File: src/design/acs_pkg.sv
// Package with types, codes and ALU function for the accumulator CPU step
package acs_pkg;

    typedef enum logic [1:0] {
        FUNC_WRITE = 2'd0,
        FUNC_EXEC  = 2'd1,
        FUNC_READ  = 2'd2,
        FUNC_NONE  = 2'd3
    } func_t;

    // Controller states
    typedef enum logic [3:0] {
        ST_IDLE,
        ST_MEMRD,
        ST_FETCH,
        ST_DECODE,
        ST_OPRD,
        ST_EXEC,
        ST_DONE
    } state_t;

    // Memory address sources
    typedef enum logic [1:0] {
        MA_ADDR,
        MA_PC,
        MA_OPER
    } maddr_sel_t;

    // Commands from controller to datapath
    typedef struct packed {
        logic       capture;   // latch input item
        logic       mem_rd;    // issue memory read
        maddr_sel_t mem_sel;
        logic       mem_wr_in; // write data field at addr
        logic       rd_capt;   // latch read data for a read item
        logic       fetch;     // take instruction byte, bump pc_lo
        logic       exec;      // perform the instruction
        logic       out_load;  // load output register
    } acs_cmd_t;

    // Status from datapath to controller
    typedef struct packed {
        logic halted;
        logic need_oper; // decoded instruction needs a memory operand
    } acs_sts_t;

    localparam logic [7:0] GLOBAL_BASE = 8'd128;
    localparam logic [7:0] STACK_BASE  = 8'd192;

    // ALU: one of sixteen functions plus signed offset in the high nibble
    function automatic logic [7:0] alu_calc(input logic [7:0] fn,
                                            input logic [7:0] a,
                                            input logic [7:0] b);
        logic [7:0] r;
        logic [8:0] s;
        logic [7:0] offs;
        s = {1'b0, a} + {1'b0, b};
        offs = {{4{fn[7]}}, fn[7:4]};
        unique case (fn[3:0])
            4'd0:  r = a;
            4'd1:  r = b;
            4'd2:  r = ~a;
            4'd3:  r = ~b;
            4'd4:  r = {a[6:0], 1'b0};
            4'd5:  r = {b[6:0], 1'b0};
            4'd6:  r = {1'b0, a[7:1]};
            4'd7:  r = {1'b0, b[7:1]};
            4'd8:  r = a & b;
            4'd9:  r = a | b;
            4'd10: r = a ^ b;
            4'd11: r = s[7:0];
            4'd12: r = {7'd0, s[8]};
            4'd13: r = (a < b) ? 8'hFF : 8'h00;
            4'd14: r = (a == b) ? 8'hFF : 8'h00;
            default: r = (a > b) ? 8'hFF : 8'h00;
        endcase
        return r + offs;
    endfunction

endpackage

File: src/design/acs_ctrl.sv
// Controller state machine sequencing the shared memory port
module acs_ctrl (
    input  logic             clk,
    input  logic             rst_n,
    input  logic             valid_in,
    output logic             stall_in,
    output logic             valid_out,
    input  logic             stall_out,
    input  logic [1:0]       func,
    output acs_pkg::acs_cmd_t cmd,
    input  acs_pkg::acs_sts_t sts
);
    import acs_pkg::*;

    state_t state_reg, state_next;
    logic   ovalid_reg, ovalid_next;
    logic   take;

    assign take = valid_in && !stall_in;
    // Input taken only when idle; output register parts the sides
    assign stall_in = (state_reg != ST_IDLE);
    assign valid_out = ovalid_reg;

    // Next state
    always_comb
    begin
        state_next = state_reg;
        unique case (state_reg)
            ST_IDLE:
            begin
                if (take)
                begin
                    priority if (func == FUNC_READ)
                        state_next = ST_MEMRD;
                    else if (func == FUNC_EXEC && !sts.halted)
                        state_next = ST_FETCH;
                    else
                        state_next = ST_DONE;
                end
            end
            ST_MEMRD:  state_next = ST_DONE;
            ST_FETCH:  state_next = ST_DECODE;
            ST_DECODE: state_next = sts.need_oper ? ST_OPRD : ST_EXEC;
            ST_OPRD:   state_next = ST_EXEC;
            ST_EXEC:   state_next = ST_DONE;
            ST_DONE:   if (!ovalid_reg || !stall_out) state_next = ST_IDLE;
            default:   state_next = ST_IDLE;
        endcase
    end

    // Outputs
    always_comb
    begin
        cmd = '0;
        cmd.mem_sel = MA_ADDR;
        ovalid_next = ovalid_reg && stall_out;
        unique case (state_reg)
            ST_IDLE:
            begin
                cmd.capture = take;
                if (take && func == FUNC_WRITE) cmd.mem_wr_in = 1'b1;
                if (take && func == FUNC_READ)
                begin
                    cmd.mem_rd  = 1'b1;
                    cmd.mem_sel = MA_ADDR;
                end
                if (take && func == FUNC_EXEC && !sts.halted)
                begin
                    cmd.mem_rd  = 1'b1;
                    cmd.mem_sel = MA_PC;
                end
            end
            ST_MEMRD: cmd.rd_capt = 1'b1;
            ST_FETCH: cmd.fetch = 1'b1;
            ST_DECODE:
            begin
                cmd.mem_rd  = 1'b1;
                cmd.mem_sel = MA_OPER;
            end
            ST_EXEC: cmd.exec = 1'b1;
            ST_DONE:
            begin
                if (!ovalid_reg || !stall_out)
                begin
                    cmd.out_load = 1'b1;
                    ovalid_next  = 1'b1;
                end
            end
            default: ;
        endcase
    end

    always_ff @(posedge clk or negedge rst_n)
    begin
        if (!rst_n)
        begin
            state_reg  <= ST_IDLE;
            ovalid_reg <= 1'b0;
        end
        else
        begin
            state_reg  <= state_next;
            ovalid_reg <= ovalid_next;
        end
    end
endmodule

File: config.mk
export PLATFORM = sky130hd
export DESIGN_NAME = acs_ctrl
export DESIGN_NICKNAME = d
export VERILOG_FILES = /design/src/design/acs_pkg.sv /design/src/design/acs_ctrl.sv
export SDC_FILE = /design/constraint.sdc
export NUM_CORES = 1
export LEC_CHECK = 0
export BUFFER_PORTS_ARGS = -buffer_cell sky130_fd_sc_hd__clkbuf_2
export CORE_AREA = 5 5 42 44
export CTS_BUF_LIST = sky130_fd_sc_hd__clkbuf_4
export DETAILED_ROUTE_END_ITERATION = 8
export DIE_AREA = 0 0 47 49
export GPL_ROUTABILITY_DRIVEN = 0
export SYNTH_ARGS = -nofsm -noshare
export SYNTH_HDL_FRONTEND = slang
export SYNTH_SLANG_ARGS = --single-unit
export TNS_END_PERCENT = 10
File: constraint.sdc
create_clock -name clk -period 1.1 [get_ports clk]
set_input_delay 0.22 -clock clk [delete_from_list [all_inputs] [get_ports clk]]
set_output_delay 0.22 -clock clk [all_outputs]
set_load 0.01 [all_outputs]
### Word-level counts from Yosys, hierarchy flattened

Index checks and enable logic that the tools add are counted.

* flip-flop bits (word level): 5
* logic and storage cells: 48
* output and inout bits: 11

* equal/unequal tests: 10
* mux-type cells: 19
* reduce and logical (&&, ||, !) cells: 17

Operator list (number)
* 4-bit case mux with 6 select lines: 1
* 4-bit by 3-bit == test with 1-bit output, second input constant: 3
* 3-bit 2-to-1 mux: 4
* 1-bit 2-to-1 mux: 11
* 4-bit by 2-bit == test with 1-bit output, second input constant: 2
* 4-bit 2-to-1 mux: 2
* 1-bit logical AND: 7
* 3-bit case mux with 2 select lines: 1
* 4-bit by 1-bit == test with 1-bit output, second input constant: 1
* 1-bit logical NOT: 4
* 4-bit logical NOT: 1
* 2-bit inequality test, second input constant: 2
* 4-bit nonzero test: 1
* 2-bit by 1-bit == test with 1-bit output, second input constant: 1
* 2-bit == test, second input constant: 1
* 2-bit logical NOT: 1
* 2-bit AND reduction: 1
* 2-bit OR reduction: 1
* 1-bit logical OR: 1

### Longest topological paths before layout

* depth after elaboration: 7
* mapped depth: 4
* depth with buffers taken out: 3

### Worst setup path after synthesis

Ideal clock, no wire load.

* path kind: reg-to-output
* from: register state_reg[1]
* to: output cmd[4] (netlist name)
* path buffers: 1
* data required time: 880 ps
* path slack: -183 ps
* cell stages (with the launch flop): 5
* data arrival time: 1063 ps
* cell sequence: dfrtp_1 buf_2 nor3_2 nand2_1 nor3_1

RTL lines
* from (decl): line acs_ctrl.sv:15 `state_t state_reg, state_next;`
* from (signal assigned): line acs_ctrl.sv:102 `state_reg <= state_next;`
* to (decl): line acs_ctrl.sv:10 `output acs_pkg::acs_cmd_t cmd,`

==> flow_results.org <==
** Die
- During I/O placement, the number of pins put on the boundary was 19.
- The die is 49 µm tall.
- The floorplan step defined a die boundary enclosing about 2300 µm².
- Starting utilization of the core area :: 0.204
- CORE AREA :: 1400 µm²
- Placement row count :: 14
- The floorplan step set the die width to around 47 µm.

** Synthesis
- Yosys attributes the largest share of cell area to sky130_fd_sc_hd__dfrtp_1 (35%), sky130_fd_sc_hd__nand2_1 (7.9%), sky130_fd_sc_hd__inv_1 (6.6%).
- Register area share after synthesis :: 0.351
- When the netlist entered floorplanning its net count stood at 45.
- Area share of the largest cell type after synthesis :: 0.351
- Synthesis produced a netlist whose cell count is 37.
- Synth warn :: 0
- A synthesized cell averages 7.71 µm².
- Number of distinct library cells after synthesis :: 18
- Post-Synthesis Cell Area :: roughly 290 µm²
- Summed over all instances, the cell type with the most area after synthesis is sky130_fd_sc_hd__dfrtp_1.
- In this run, synthesis produced a sequential element count of 4.

** Drt
- In this run, the number of DRC markers left after iteration 0 of detailed routing was 2.
- Number of iterations in the first detailed-routing pass :: 4
- After detailed routing, the number of remaining DRC violations is 0.
- Dividing the detail-routed wire length by the instance count gives between 10 and 15 µm.
- Detailed routing inserted a total of between 300 and 400 vias.
- For this block, the routed nets add up to roughly 890 µm of wire.
- Drt via density :: about 4.5
- Post-detailed-route count of antenna-violating nets :: 0

** Status
- Violations in the final reports :: setup timing
- Result of the run :: finished with violations

** Timing
- Final worst hold slack :: 0.242 ns
- Setup violations remaining at the end of the flow were counted as 12.
- Number of hold violations in the final report :: 0
- Dividing the final minimum period by the clock period gives 1.36.
- Static timing analysis puts the maximum clock frequency at ~0.67 GHz.
- Summed over all failing endpoints, the final setup total negative slack is -3.54 ns.
- Worst setup margin :: -0.397 ns
- Setup repair after global routing missed its margin :: yes
- Measured against its own limit, the worst slew margin works out to 0.853.
- Pins over their slew limit :: 0
- The smallest clock period supported by the final layout is computed as about 1.5 ns.
- Measured slew at the worst slew-check pin :: roughly 0.22 ns
- Largest clock skew in the final design :: approximately 0.0018 ns

** Clock tree
- The clock reaches the later pin of the worst-skew pair after approximately 0.23 ns.
- Clock root buffer :: sky130_fd_sc_hd__clkbuf_4
- CTS built an H-tree with a depth of 1.
- Clock-pin slew of the registers on the worst-case setup and hold paths :: roughly 0.040 ns
- The tree built by TritonCTS fans out to 4 sinks.
- TritonCTS clock tree :: done
- No sink is reached through more buffers than the 2 on the longest clock path.
- In this run, CTS created clock tree buffers numbering 3.

** Power
- Of the total power, the share spent switching nets is 0.436.
- Clock Power Share :: 0.136
- Internal Power :: 0.785 mW
- Worst IR drop on VDD :: roughly 0.75 mV
- The analysis attributes to cell leakage a power of between 0.2 and 0.3 nW.
- Sw power :: around 0.6 mW
- Cell area power density :: 2600 nW/µm²
- Share of power burned in combinational logic :: 0.654
- The share of total power dissipated in sequential elements is 0.210.

** GRT
- The first global-routing pass estimated about 1500 µm of wire.
- For this run the aggregate overflow at the end of global routing stands at 0.
- Antenna violations before repair :: 0
- In the global route stage, overall resource usage came out at 0.0874.
- Entering global routing, the biggest net connects 10 pins.
- The number of global-route vias before repair is between 300 and 400.

** Cells and area
- Post-layout net count :: 76
- Share of post-route cells with drive strength above 1 :: 0.606
- Most frequent cells in the layout :: sky130_fd_sc_hd__clkbuf_2 (12), sky130_fd_sc_hd__buf_4 (8), sky130_fd_sc_hd__buf_2 (6)
- Final core utilization :: 0.382
- Final Non-Filler Cells :: 82
- The library cell used most frequently in the layout, excluding fill and tap cells, is sky130_fd_sc_hd__clkbuf_2.
- Largest register FFs :: 3
- Layout filler cell count :: around 170
- From synthesis to final layout, the design area changed by 87.7%.
- The number of antenna diodes in the final layout is 0.

** Placement
- The wire-length estimate of the detail-placed layout is around 700 µm.
- Placed insts :: 77
- Number of input and output port buffers inserted :: 18

** Job
- The tool flagged a number of max-cap violations equal to 0.

** Critical path
- At the worst endpoint, the arrival time is about 1.3 ns.
- The critical path is of the register to primary output type.
- Endpoint kind of the worst setup timing path :: primary output
- Data required time of the critical path :: ~0.88 ns
- Maximum fanout along the worst path :: 2
- Sort of element at the start of the critical path :: register

** Min path
- Min-delay worst type :: input pin to register
final cells by class:
type                            instances  area [µm²]  share of cell area
Clock buffer                            3        22.5              0.0421
Timing Repair Buffer                   28         171               0.320
Inverter                                5        18.8              0.0350
Multi-Input combinational cell         26         203               0.379
Tap cell                               16        20.0              0.0374
Sequential cell                         4         100               0.187
metrics by stage:
stage / instance area (µm²) / power [mW] / setup WS, ns
global route: 536 / 1.53 / -0.462
detailed placement: 468 / 1.11 / -0.212
finish: 536 / 1.39 / -0.397
floorplan: 314 / 0.780 / -0.114
global placement: 468 / 1.09 / -0.203
CTS: 526 / 1.38 / -0.394
Yosys cell counts, drive strengths merged:
master and n:
a31oi 1, or3 1, dfrtp 4, a31o 1, a221oi 1, o211a 1
a311o 1, a311oi 1, o21ai 1, or3b 1, nor2 4, inv 5
nand2 6, nor3 4, nand2b 2, o221ai 1, buf 2
critical path, stage by stage (launching register included):
cell and delay (ns):
sky130_fd_sc_hd__dfrtp_1 0.40, sky130_fd_sc_hd__nor3_4 0.24, sky130_fd_sc_hd__buf_4 0.15, sky130_fd_sc_hd__a31o_4 0.13, sky130_fd_sc_hd__clkbuf_2 0.12
metal layers:
| metal | up-vias | track usage | share of wire |
|---|---|---|---|
| li1 | 189 | - | - |
| met1 | 165 | 0.115 | 0.44 |
| met2 | 17 | 0.129 | 0.45 |
| met3 | 0 | 0.0554 | 0.11 |
| met4 | 0 | 0 | 0 |
| met5 | - | 0 | 0 |
power by group through the flow:
stage / sequential [mW] / clock [mW] / combinational [mW]
after floorplan: 0.279 / 0 / 0.501
after global placement: 0.299 / 0 / 0.790
after detailed placement: 0.298 / 0 / 0.808
after CTS: 0.291 / 0.194 / 0.898
after global routing: 0.306 / 0.210 / 1.01
final: 0.293 / 0.189 / 0.911
cell families (layout without fill, tap and decap cells):
logic type,Yosys count,in the layout,synth area share
simple gates,18,18,0.316
compound gates,8,8,0.232
buf+inv,7,36,0.101
flops,4,4,0.351
final timing paths:
kind                                          startpoint                       end  slack [ns]  cells past startpoint
worst max-delay path            state_reg[1]$_DFFE_PN0P_                    cmd[7]       -0.40                      4
worst max register to register  state_reg[1]$_DFFE_PN0P_  state_reg[1]$_DFFE_PN0P_       -0.16                      4
worst min-delay path                           stall_out       valid_out$_DFF_PN0_        0.24                      3
worst min register to register       valid_out$_DFF_PN0_       valid_out$_DFF_PN0_        0.53                      2
min in group asynchronous                          rst_n       valid_out$_DFF_PN0_        0.33                      2
max in group asynchronous                          rst_n  state_reg[1]$_DFFE_PN0P_        0.64                      2
repair_timing:
action | 4_1_cts | 5_1_grt
endpoints found under the hold margin | 4 | 0
pin swaps | 4 | 0
setup buffers | 1 | 0
setup endpoints to repair | 12 | 13
resized for setup | 5 | 8
hold buffers | 1 | 0
Note: power is estimated with default switching activity, not from simulation.
